## config.mk

```make
export PLATFORM = sky130hd
export DESIGN_NAME = linear_setpoint_ramp_top
export DESIGN_NICKNAME = d
export VERILOG_FILES = /design/src/rtl/core/lsr_pkg.sv /design/src/rtl/core/linear_setpoint_ramp_top.sv /design/src/rtl/core/lsr_interp.sv
export SDC_FILE = /design/constraint.sdc
export NUM_CORES = 1
export LEC_CHECK = 0
export BUFFER_PORTS_ARGS = -buffer_cell sky130_fd_sc_hd__buf_2
export CELL_PAD_IN_SITES_DETAIL_PLACEMENT = 0
export CELL_PAD_IN_SITES_GLOBAL_PLACEMENT = 1
export CORE_MARGIN = 10
export CORE_UTILIZATION = 25
export CTS_CLUSTER_DIAMETER = 30
export DETAILED_ROUTE_END_ITERATION = 8
export PLACE_DENSITY_LB_ADDON = 0.1
export REMOVE_ABC_BUFFERS = 1
export SKIP_CTS_REPAIR_TIMING = 1
export SYNTH_ARGS = -nofsm -noshare
export SYNTH_HDL_FRONTEND = slang
export SYNTH_HIERARCHICAL = 1
export SYNTH_SLANG_ARGS = --single-unit
```

## constraint.sdc

```tcl
create_clock -name clk -period 15.4 [get_ports clk]
set_input_delay 0.77 -clock clk [delete_from_list [all_inputs] [get_ports clk]]
set_output_delay 0.77 -clock clk [all_outputs]
set_load 0.02 [all_outputs]
```

## src/rtl/core/lsr_pkg.sv

```systemverilog
// Shared types and constants for the linear setpoint ramp generator.
// Used by lsr_interp and linear_setpoint_ramp_top; depends on nothing else.
package lsr_pkg;

    localparam int TIME_BITS = 48;
    localparam int SPEED_W   = 16;
    localparam int SPAN_W    = 32;
    localparam int ACC_W     = SPEED_W + 3;    // running high part of the serial product
    localparam int NUM_W     = ACC_W + SPAN_W; // full signed numerator
    localparam int Q_W       = SPEED_W;        // rounded quotient magnitude, at most 2^15

    typedef enum logic
    {
        CMD_BEGIN = 1'b0,
        CMD_EVAL  = 1'b1
    } cmd_t;

    typedef enum logic [1:0]
    {
        ST_IDLE,
        ST_EVAL,
        ST_INTERP,
        ST_OUTPUT
    } top_state_t;

    typedef enum logic [2:0]
    {
        IS_IDLE,
        IS_MUL,
        IS_PREP,
        IS_DIV,
        IS_DONE
    } interp_state_t;

endpackage

```

## src/rtl/core/linear_setpoint_ramp_top.sv

```systemverilog
// Top level of the linear speed setpoint ramp generator: ramp state, command
// decode and output register. Depends on lsr_pkg and lsr_interp.
//
//  Channel  Dir  Sideband             Payload
//  s_*      in   tuser: command       tdata: start_speed, target_speed, now_time, ramp_length
//  m_*      out  tuser: ramp_active   tdata: setpoint
//
// A begin beat is absorbed in the cycle it is accepted and produces no output.
// An evaluate beat that hits the start or target speed passes through the EVAL
// and OUTPUT states to the output register; one that interpolates also waits in
// INTERP for the bit-serial multiply and the bit-serial divide.
// Reset clears the ramp state, so a first evaluate answers 0, not running.
// The input stalls while an evaluate is in progress; a waiting output beat
// does not block a new input beat, only the next result.
module linear_setpoint_ramp_top
(
    input  logic         clk,
    input  logic         rst_n,
    input  logic         s_tvalid,
    output logic         s_tready,
    input  logic [111:0] s_tdata,  // start_speed, target_speed, now_time, ramp_length
    input  logic [0:0]   s_tuser,  // command
    output logic         m_tvalid,
    input  logic         m_tready,
    output logic [15:0]  m_tdata,  // setpoint
    output logic [0:0]   m_tuser   // ramp_active
);

    localparam int TB = lsr_pkg::TIME_BITS;
    localparam int SW = lsr_pkg::SPEED_W;
    localparam int PW = lsr_pkg::SPAN_W;

    lsr_pkg::top_state_t state_reg, state_next;

    logic signed [SW-1:0] start_speed_reg, start_speed_next;
    logic signed [SW-1:0] target_speed_reg, target_speed_next;
    logic                 running_reg, running_next;
    logic [TB-1:0]        start_time_reg, start_time_next;
    logic [TB-1:0]        end_time_reg, end_time_next;
    logic [TB-1:0]        now_reg, now_next;
    logic signed [SW-1:0] sp_reg, sp_next;
    logic                 out_valid_reg, out_valid_next;
    logic [SW-1:0]        out_data_reg, out_data_next;
    logic                 out_active_reg, out_active_next;

    logic                 accept;
    lsr_pkg::cmd_t        in_cmd;
    logic signed [SW-1:0] in_start;
    logic signed [SW-1:0] in_target;
    logic [TB-1:0]        in_now;
    logic [PW-1:0]        in_len;
    logic [TB:0]          end_sum;
    logic [TB-1:0]        end_sat;
    logic                 at_end;
    logic                 at_start;
    logic                 interp_start;
    logic                 interp_done;
    logic signed [SW-1:0] interp_setpoint;
    logic [TB-1:0]        elapsed_w;
    logic [TB-1:0]        span_w;

    assign s_tready = (state_reg == lsr_pkg::ST_IDLE);
    assign accept   = s_tvalid && s_tready;

    assign in_cmd    = lsr_pkg::cmd_t'(s_tuser[0]);
    assign in_start  = $signed(s_tdata[15:0]);
    assign in_target = $signed(s_tdata[31:16]);
    assign in_now    = s_tdata[32+TB-1:32];
    assign in_len    = s_tdata[111:80];

    assign end_sum = {1'b0, in_now} + (TB+1)'(in_len);
    assign end_sat = end_sum[TB] ? {TB{1'b1}} : end_sum[TB-1:0];

    assign at_end    = !running_reg || (now_reg >= end_time_reg);
    assign at_start  = (now_reg <= start_time_reg);
    assign elapsed_w = now_reg - start_time_reg;
    assign span_w    = end_time_reg - start_time_reg;

    lsr_interp u_interp
    (
        .clk          (clk),
        .rst_n        (rst_n),
        .start        (interp_start),
        .start_speed  (start_speed_reg),
        .target_speed (target_speed_reg),
        .elapsed      (elapsed_w[PW-1:0]),
        .span         (span_w[PW-1:0]),
        .done         (interp_done),
        .setpoint     (interp_setpoint)
    );

    always_comb
    begin
        state_next        = state_reg;
        start_speed_next  = start_speed_reg;
        target_speed_next = target_speed_reg;
        running_next      = running_reg;
        start_time_next   = start_time_reg;
        end_time_next     = end_time_reg;
        now_next          = now_reg;
        sp_next           = sp_reg;
        out_valid_next    = out_valid_reg && !m_tready;
        out_data_next     = out_data_reg;
        out_active_next   = out_active_reg;
        interp_start      = 1'b0;

        unique case (state_reg)
            lsr_pkg::ST_IDLE:
            begin
                if (accept)
                begin
                    if (in_cmd == lsr_pkg::CMD_BEGIN)
                    begin
                        start_speed_next  = in_start;
                        target_speed_next = in_target;
                        start_time_next   = in_now;
                        // A zero length or a flat ramp jumps straight to the target.
                        if ((in_len == '0) || (in_start == in_target))
                        begin
                            running_next  = 1'b0;
                            end_time_next = in_now;
                        end
                        else
                        begin
                            running_next  = 1'b1;
                            end_time_next = end_sat;
                        end
                    end
                    else
                    begin
                        now_next   = in_now;
                        state_next = lsr_pkg::ST_EVAL;
                    end
                end
            end
            lsr_pkg::ST_EVAL:
            begin
                priority if (at_end)
                begin
                    running_next = 1'b0;
                    sp_next      = target_speed_reg;
                    state_next   = lsr_pkg::ST_OUTPUT;
                end
                else if (at_start)
                begin
                    sp_next    = start_speed_reg;
                    state_next = lsr_pkg::ST_OUTPUT;
                end
                else
                begin
                    // Strictly inside the ramp, so span and elapsed fit 32 bits.
                    interp_start = 1'b1;
                    state_next   = lsr_pkg::ST_INTERP;
                end
            end
            lsr_pkg::ST_INTERP:
            begin
                if (interp_done)
                begin
                    sp_next    = interp_setpoint;
                    state_next = lsr_pkg::ST_OUTPUT;
                end
            end
            lsr_pkg::ST_OUTPUT:
            begin
                if (!out_valid_reg || m_tready)
                begin
                    out_valid_next  = 1'b1;
                    out_data_next   = sp_reg;
                    out_active_next = running_reg;
                    state_next      = lsr_pkg::ST_IDLE;
                end
            end
            default:
            begin
                state_next = lsr_pkg::ST_IDLE;
            end
        endcase
    end

    assign m_tvalid   = out_valid_reg;
    assign m_tdata    = out_data_reg;
    assign m_tuser[0] = out_active_reg;

    always_ff @(posedge clk or negedge rst_n)
    begin
        if (!rst_n)
        begin
            state_reg        <= lsr_pkg::ST_IDLE;
            start_speed_reg  <= '0;
            target_speed_reg <= '0;
            running_reg      <= 1'b0;
            start_time_reg   <= '0;
            end_time_reg     <= '0;
            out_valid_reg    <= 1'b0;
        end
        else
        begin
            state_reg        <= state_next;
            start_speed_reg  <= start_speed_next;
            target_speed_reg <= target_speed_next;
            running_reg      <= running_next;
            start_time_reg   <= start_time_next;
            end_time_reg     <= end_time_next;
            out_valid_reg    <= out_valid_next;
        end
    end

    always_ff @(posedge clk)
    begin
        now_reg        <= now_next;
        sp_reg         <= sp_next;
        out_data_reg   <= out_data_next;
        out_active_reg <= out_active_next;
    end

endmodule

```

## src/rtl/core/lsr_interp.sv

```systemverilog
// Bit-serial interpolation unit: shift-add product of the numerator, then a
// restoring division with round half away from zero. Depends on lsr_pkg.
module lsr_interp
(
    input  logic                                clk,
    input  logic                                rst_n,
    input  logic                                start,
    input  logic signed [lsr_pkg::SPEED_W-1:0] start_speed,
    input  logic signed [lsr_pkg::SPEED_W-1:0] target_speed,
    input  logic        [lsr_pkg::SPAN_W-1:0]  elapsed,
    input  logic        [lsr_pkg::SPAN_W-1:0]  span,
    output logic                                done,
    output logic signed [lsr_pkg::SPEED_W-1:0] setpoint
);

    localparam int ACC_W = lsr_pkg::ACC_W;
    localparam int SPAN_W = lsr_pkg::SPAN_W;
    localparam int NUM_W = lsr_pkg::NUM_W;
    localparam int Q_W = lsr_pkg::Q_W;
    localparam int DVD_W = NUM_W + 2;      // doubled numerator plus span, signed
    localparam int REM_W = SPAN_W + 1;     // remainder stays below twice the span
    localparam int CNT_W = $clog2(SPAN_W);

    lsr_pkg::interp_state_t state_reg, state_next;
    logic [CNT_W-1:0]         cnt_reg, cnt_next;

    logic signed [ACC_W-1:0]  hi_reg, hi_next;
    logic [SPAN_W-1:0]        lo_reg, lo_next;
    logic [SPAN_W-1:0]        span_reg, span_next;
    logic [SPAN_W-1:0]        span_sh_reg, span_sh_next;
    logic [SPAN_W-1:0]        elap_sh_reg, elap_sh_next;
    logic signed [ACC_W-1:0]  mul_s_reg, mul_s_next;
    logic signed [ACC_W-1:0]  mul_d_reg, mul_d_next;
    logic [REM_W-1:0]         rem_reg, rem_next;
    logic [Q_W-1:0]           dlo_reg, dlo_next;
    logic [Q_W-1:0]           q_reg, q_next;
    logic                     neg_reg, neg_next;

    logic signed [ACC_W-1:0]  partial;
    logic signed [ACC_W-1:0]  acc_sum;
    logic signed [DVD_W-1:0]  num_x2;
    logic signed [DVD_W-1:0]  span_x;
    logic signed [DVD_W-1:0]  dividend;
    logic [REM_W:0]           trial;
    logic [REM_W:0]           divisor;
    logic                     fits;

    always_comb
    begin
        partial = (span_sh_reg[0] ? mul_s_reg : '0) + (elap_sh_reg[0] ? mul_d_reg : '0);
        acc_sum = hi_reg + partial;

        num_x2   = DVD_W'($signed({hi_reg, lo_reg, 1'b0}));
        span_x   = $signed({{(DVD_W-SPAN_W){1'b0}}, span_reg});
        // The rounding dividend is 2*|num| + span in both sign cases.
        dividend = hi_reg[ACC_W-1] ? (span_x - num_x2) : (span_x + num_x2);

        trial   = {rem_reg, dlo_reg[Q_W-1]};
        divisor = {1'b0, span_reg, 1'b0};
        fits    = (trial >= divisor);
    end

    always_comb
    begin
        state_next   = state_reg;
        cnt_next     = cnt_reg;
        hi_next      = hi_reg;
        lo_next      = lo_reg;
        span_next    = span_reg;
        span_sh_next = span_sh_reg;
        elap_sh_next = elap_sh_reg;
        mul_s_next   = mul_s_reg;
        mul_d_next   = mul_d_reg;
        rem_next     = rem_reg;
        dlo_next     = dlo_reg;
        q_next       = q_reg;
        neg_next     = neg_reg;
        done         = 1'b0;

        unique case (state_reg)
            lsr_pkg::IS_IDLE:
            begin
                if (start)
                begin
                    hi_next      = '0;
                    lo_next      = '0;
                    span_next    = span;
                    span_sh_next = span;
                    elap_sh_next = elapsed;
                    mul_s_next   = ACC_W'(start_speed);
                    mul_d_next   = ACC_W'(target_speed) - ACC_W'(start_speed);
                    cnt_next     = '0;
                    state_next   = lsr_pkg::IS_MUL;
                end
            end
            lsr_pkg::IS_MUL:
            begin
                // One multiplier bit of span and of elapsed per cycle; the low
                // product bits fall out into lo_reg.
                hi_next      = acc_sum >>> 1;
                lo_next      = {acc_sum[0], lo_reg[SPAN_W-1:1]};
                span_sh_next = {span_sh_reg[0], span_sh_reg[SPAN_W-1:1]};
                elap_sh_next = {1'b0, elap_sh_reg[SPAN_W-1:1]};
                cnt_next     = cnt_reg + 1'b1;
                if (cnt_reg == CNT_W'(SPAN_W - 1))
                begin
                    state_next = lsr_pkg::IS_PREP;
                end
            end
            lsr_pkg::IS_PREP:
            begin
                // The quotient is below 2^Q_W, so the top part of the dividend
                // already sits below the divisor and seeds the remainder.
                neg_next   = hi_reg[ACC_W-1];
                rem_next   = dividend[REM_W+Q_W-1:Q_W];
                dlo_next   = dividend[Q_W-1:0];
                q_next     = '0;
                cnt_next   = '0;
                state_next = lsr_pkg::IS_DIV;
            end
            lsr_pkg::IS_DIV:
            begin
                rem_next = fits ? REM_W'(trial - divisor) : trial[REM_W-1:0];
                dlo_next = {dlo_reg[Q_W-2:0], 1'b0};
                q_next   = {q_reg[Q_W-2:0], fits};
                cnt_next = cnt_reg + 1'b1;
                if (cnt_reg == CNT_W'(Q_W - 1))
                begin
                    state_next = lsr_pkg::IS_DONE;
                end
            end
            lsr_pkg::IS_DONE:
            begin
                done       = 1'b1;
                state_next = lsr_pkg::IS_IDLE;
            end
            default:
            begin
                state_next = lsr_pkg::IS_IDLE;
            end
        endcase
    end

    assign setpoint = neg_reg ? $signed(-q_reg) : $signed(q_reg);

    always_ff @(posedge clk or negedge rst_n)
    begin
        if (!rst_n)
        begin
            state_reg <= lsr_pkg::IS_IDLE;
            cnt_reg   <= '0;
        end
        else
        begin
            state_reg <= state_next;
            cnt_reg   <= cnt_next;
        end
    end

    always_ff @(posedge clk)
    begin
        hi_reg      <= hi_next;
        lo_reg      <= lo_next;
        span_reg    <= span_next;
        span_sh_reg <= span_sh_next;
        elap_sh_reg <= elap_sh_next;
        mul_s_reg   <= mul_s_next;
        mul_d_reg   <= mul_d_next;
        rem_reg     <= rem_next;
        dlo_reg     <= dlo_next;
        q_reg       <= q_next;
        neg_reg     <= neg_next;
    end

endmodule

```

==> metrics.md <==
| Metric | Value |
|---|---|
| Status | `completed` |
| Yosys cell types | `93` |
| Slowest stage delay, CP | `between 0.7 and 0.8 ns` |
| GP Congestion | `roughly 0.8` |
| Largest net degree at the start of global routing | `98` |
| Arr. time, crit path | `6.15 ns` |
| Worst-Skew Late Latency | `~0.75 ns` |
| Final WL | `103000 um` |
| TritonRoute pass-1 iters | `5` |
| Routed Antenna Nets | `0` |
| Post-synth EDFFs | `~330` |
| Via Count | `about 25000` |
| Kind of end point of the critical path | `flop` |
| Avg Inst Size Synth | `9.36 sq um` |
| Worst Skew | `roughly 0.036 ns` |
| Max H-tree Level | `4` |
| Pleak | `~17 nW` |
| Area growth syn-to-layout | `22.0%` |
| First-pass GRT wire length | `160000 um` |
| Crit Path Max Fanout | `64` |
| Final global-route overflow total | `0` |
| Yosys reg bits | `466` |
| Final period util | `37.8%` |
| Mapped Cells | `3463` |
| Post-synthesis simple-gate area fraction | `17.7%` |
| XOR/XNOR share of the synthesized area | `6.78%` |
| Initial Util | `25.1%` |
| Commonest cells after routing, fill and taps aside | `nand2_1, edfxtp_1, ha_1` |
| Mux share of post-synthesis cell area | `1.99%` |
| Post-detail-place hpwl | `just under 80000 um` |
| Hold WS | `approximately 0.27 ns` |
| WL per Instance | `~19 um` |
| CTS buffer count | `approximately 140` |
| Sequential area share after synthesis | `roughly two fifths` |
| Clock buffer depth | `3` |
| CP Data Required Time | `around 16 ns` |
| Synth Warn # | `6` |
| Core area | `~130000 sq um` |
| Synthesized-area fraction occupied by adder cells | `around an eighth` |
| Crit-path slowest cell | `buf_4` |
| Synth area leaders | `edfxtp_1, dfrtp_1, ha_1` |
| Final Util | `30.6%` |
| Post-Syn Area | `between 30000 and 40000 sq um` |
| Pwr Total | `10.1 mW` |
| CTS tree | `yes` |
| Fin. max-slew vios | `0` |
| Critical setup path kind | `flop to flop` |
| Non-filler cells, final | `approximately 5500` |
| Overall routing resource usage | `approximately 14%` |
| Combinational family with the most area after synthesis | `simple AND/OR/NAND/NOR gates` |
| Synth area leader | `edfxtp_1` |
| Antenna violations before repair | `1` |
| Fraction of the mapped netlist area in compound gates | `about 16%` |
| Total die area | `around 140000 sq um` |
| Setup TNS | `0 ns` |
| Power per standard cell area | `around 250 nW/um^2` |
| DR iter-0 viols | `about 1200` |
| I/O pin cnt | `136` |
| Async S/R FF share, synth | `between 30% and 40%` |
| Vias per std cell | `about 4.6` |
| Slew margin rel. | `between 30% and 40%` |
| FMAX | `around 170 MHz` |
| Most common cell after layout, fill and taps aside | `nand2_1` |
| Fin crit period | `roughly 5.8 ns` |
| Share of layout cells above drive strength 1 | `a little under an eighth` |
| Row count | `between 100 and 150` |
| Root Buffer | `clkbuf_16` |
| Count of final setup violators | `0` |
| Reg clk slew, reported paths | `approximately 0.04 ns` |
| Crit path top cell by count | `buf_4` |
| Max Cap Violations | `0` |
| Post-layout nets | `approximately 4000` |
| Top cell type's share of synthesized area | `30.2%` |
| Peak supply drop | `between 0.00008 and 0.00009 V` |
| Slew @ Worst Pin | `~1.0 ns` |
| RSZ-0062 raised after global routing | `false` |
| Die W | `380 um` |
| Clk sinks | `roughly 470` |
| Vias in the first global route | `between 20000 and 30000` |
| Placed Instances | `5244` |
| # port buffers | `around 140` |
| DRC | `0` |
| Primary FF master, synth | `edfxtp_1` |
| Die height | `about 380 um` |
| Startpoint types | `flop` |
| Crit-path cells | `inv_1 -> ha_1 -> nand2b_1 -> a21o_1 -> a211oi_1 -> o31ai_1 -> a221oi_1 -> o211ai_1 -> buf_4 -> a211oi_1 -> and2_1 -> nor4b_2 -> buf_4 -> or2_4 -> buf_4` |
| Final Hold Viols | `0` |
| Worst Hold Class | `primary input to flop` |
[logic make-up (layout without fill, tap and decap cells)]
logic type / Yosys count / in the layout
other cells: 0 / 1
buf+inv: 356 / 644
simple gates: 1212 / 1212
xor+xnor: 251 / 251
fa+ha+maj: 290 / 290
compound gates: 824 / 824
flops: 466 / 466
mux: 64 / 64
[critical path, delay by kind of cell (launching register included)]
family | cells | cell delay, ns
AO/OA/AOI/OAI | 6 | 1.98
adder cells (fa/ha/maj) | 1 | 0.22
buffers and inverters | 4 | 1.55
flip-flops | 1 | 0.35
AND/OR/NAND/NOR | 4 | 1.23
[layer usage]
layer | vias to the layer above | wire, um | GRT usage (%)
met3 | 138 | 2890 | 2.51
met2 | 352 | 45900 | 21.7
li1 | 12900 | - | -
met1 | 12000 | 51800 | 19.6
met5 | - | 0 | 0
met4 | 0 | 2020 | 4.11
[worst paths after layout]
kind | start | end | slack, ns | cells past startpoint
max | now_reg[0] | u_interp/span_sh_reg[1] | 9.58 | 15
min | s_tdata[12] | start_speed_reg[12] | 0.27 | 3
max reg2reg | now_reg[0] | u_interp/span_sh_reg[1] | 9.58 | 15
min reg2reg | sp_reg[5] | m_tdata[5] | 0.41 | 0
max in group asynchronous | rst_n | target_speed_reg[14] | 12.93 | 4
min in group asynchronous | rst_n | start_time_reg[5] | 0.55 | 2
[report_power, final]
part	switching [mW]	internal, mW	total (mW)
logic	3.00	1.90	4.90
registers	0.306	2.12	2.42
clock network	0.836	1.90	2.73
[cells in the mapped netlist (55+ instances only)]
master	number
inv_1	233
xor2_1	75
and2_1	81
nor3_1	55
a21o_1	77
dfrtp_1	140
xnor2_1	176
o21ai_0	206
nand2_1	527
clkbuf_1	87
ha_1	265
edfxtp_1	326
a21oi_1	210
mux2i_1	59
nor2_1	226
[layout make-up]
cell class / count / area (sq um)
multi-input cells: 2641 / 17800
diodes: 1 / 2.50
clock inverters: 75 / 831
flip-flops and latches: 466 / 13300
well taps: 1742 / 2180
inverters: 233 / 875
repair buffers: 163 / 895
fillers: 13700 / 89600
clock buffers: 173 / 3700
[per-stage QoR]
stage / worst slack [ns] / instance area (sq um)
finish: 9.58 / 39600
CTS: 9.22 / 39600
global placement: 9.26 / 35000
floorplan: 3.29 / 31900
global route: 9.03 / 39600
detailed placement: 9.25 / 35000
Power figures use the tool's default switching activity.
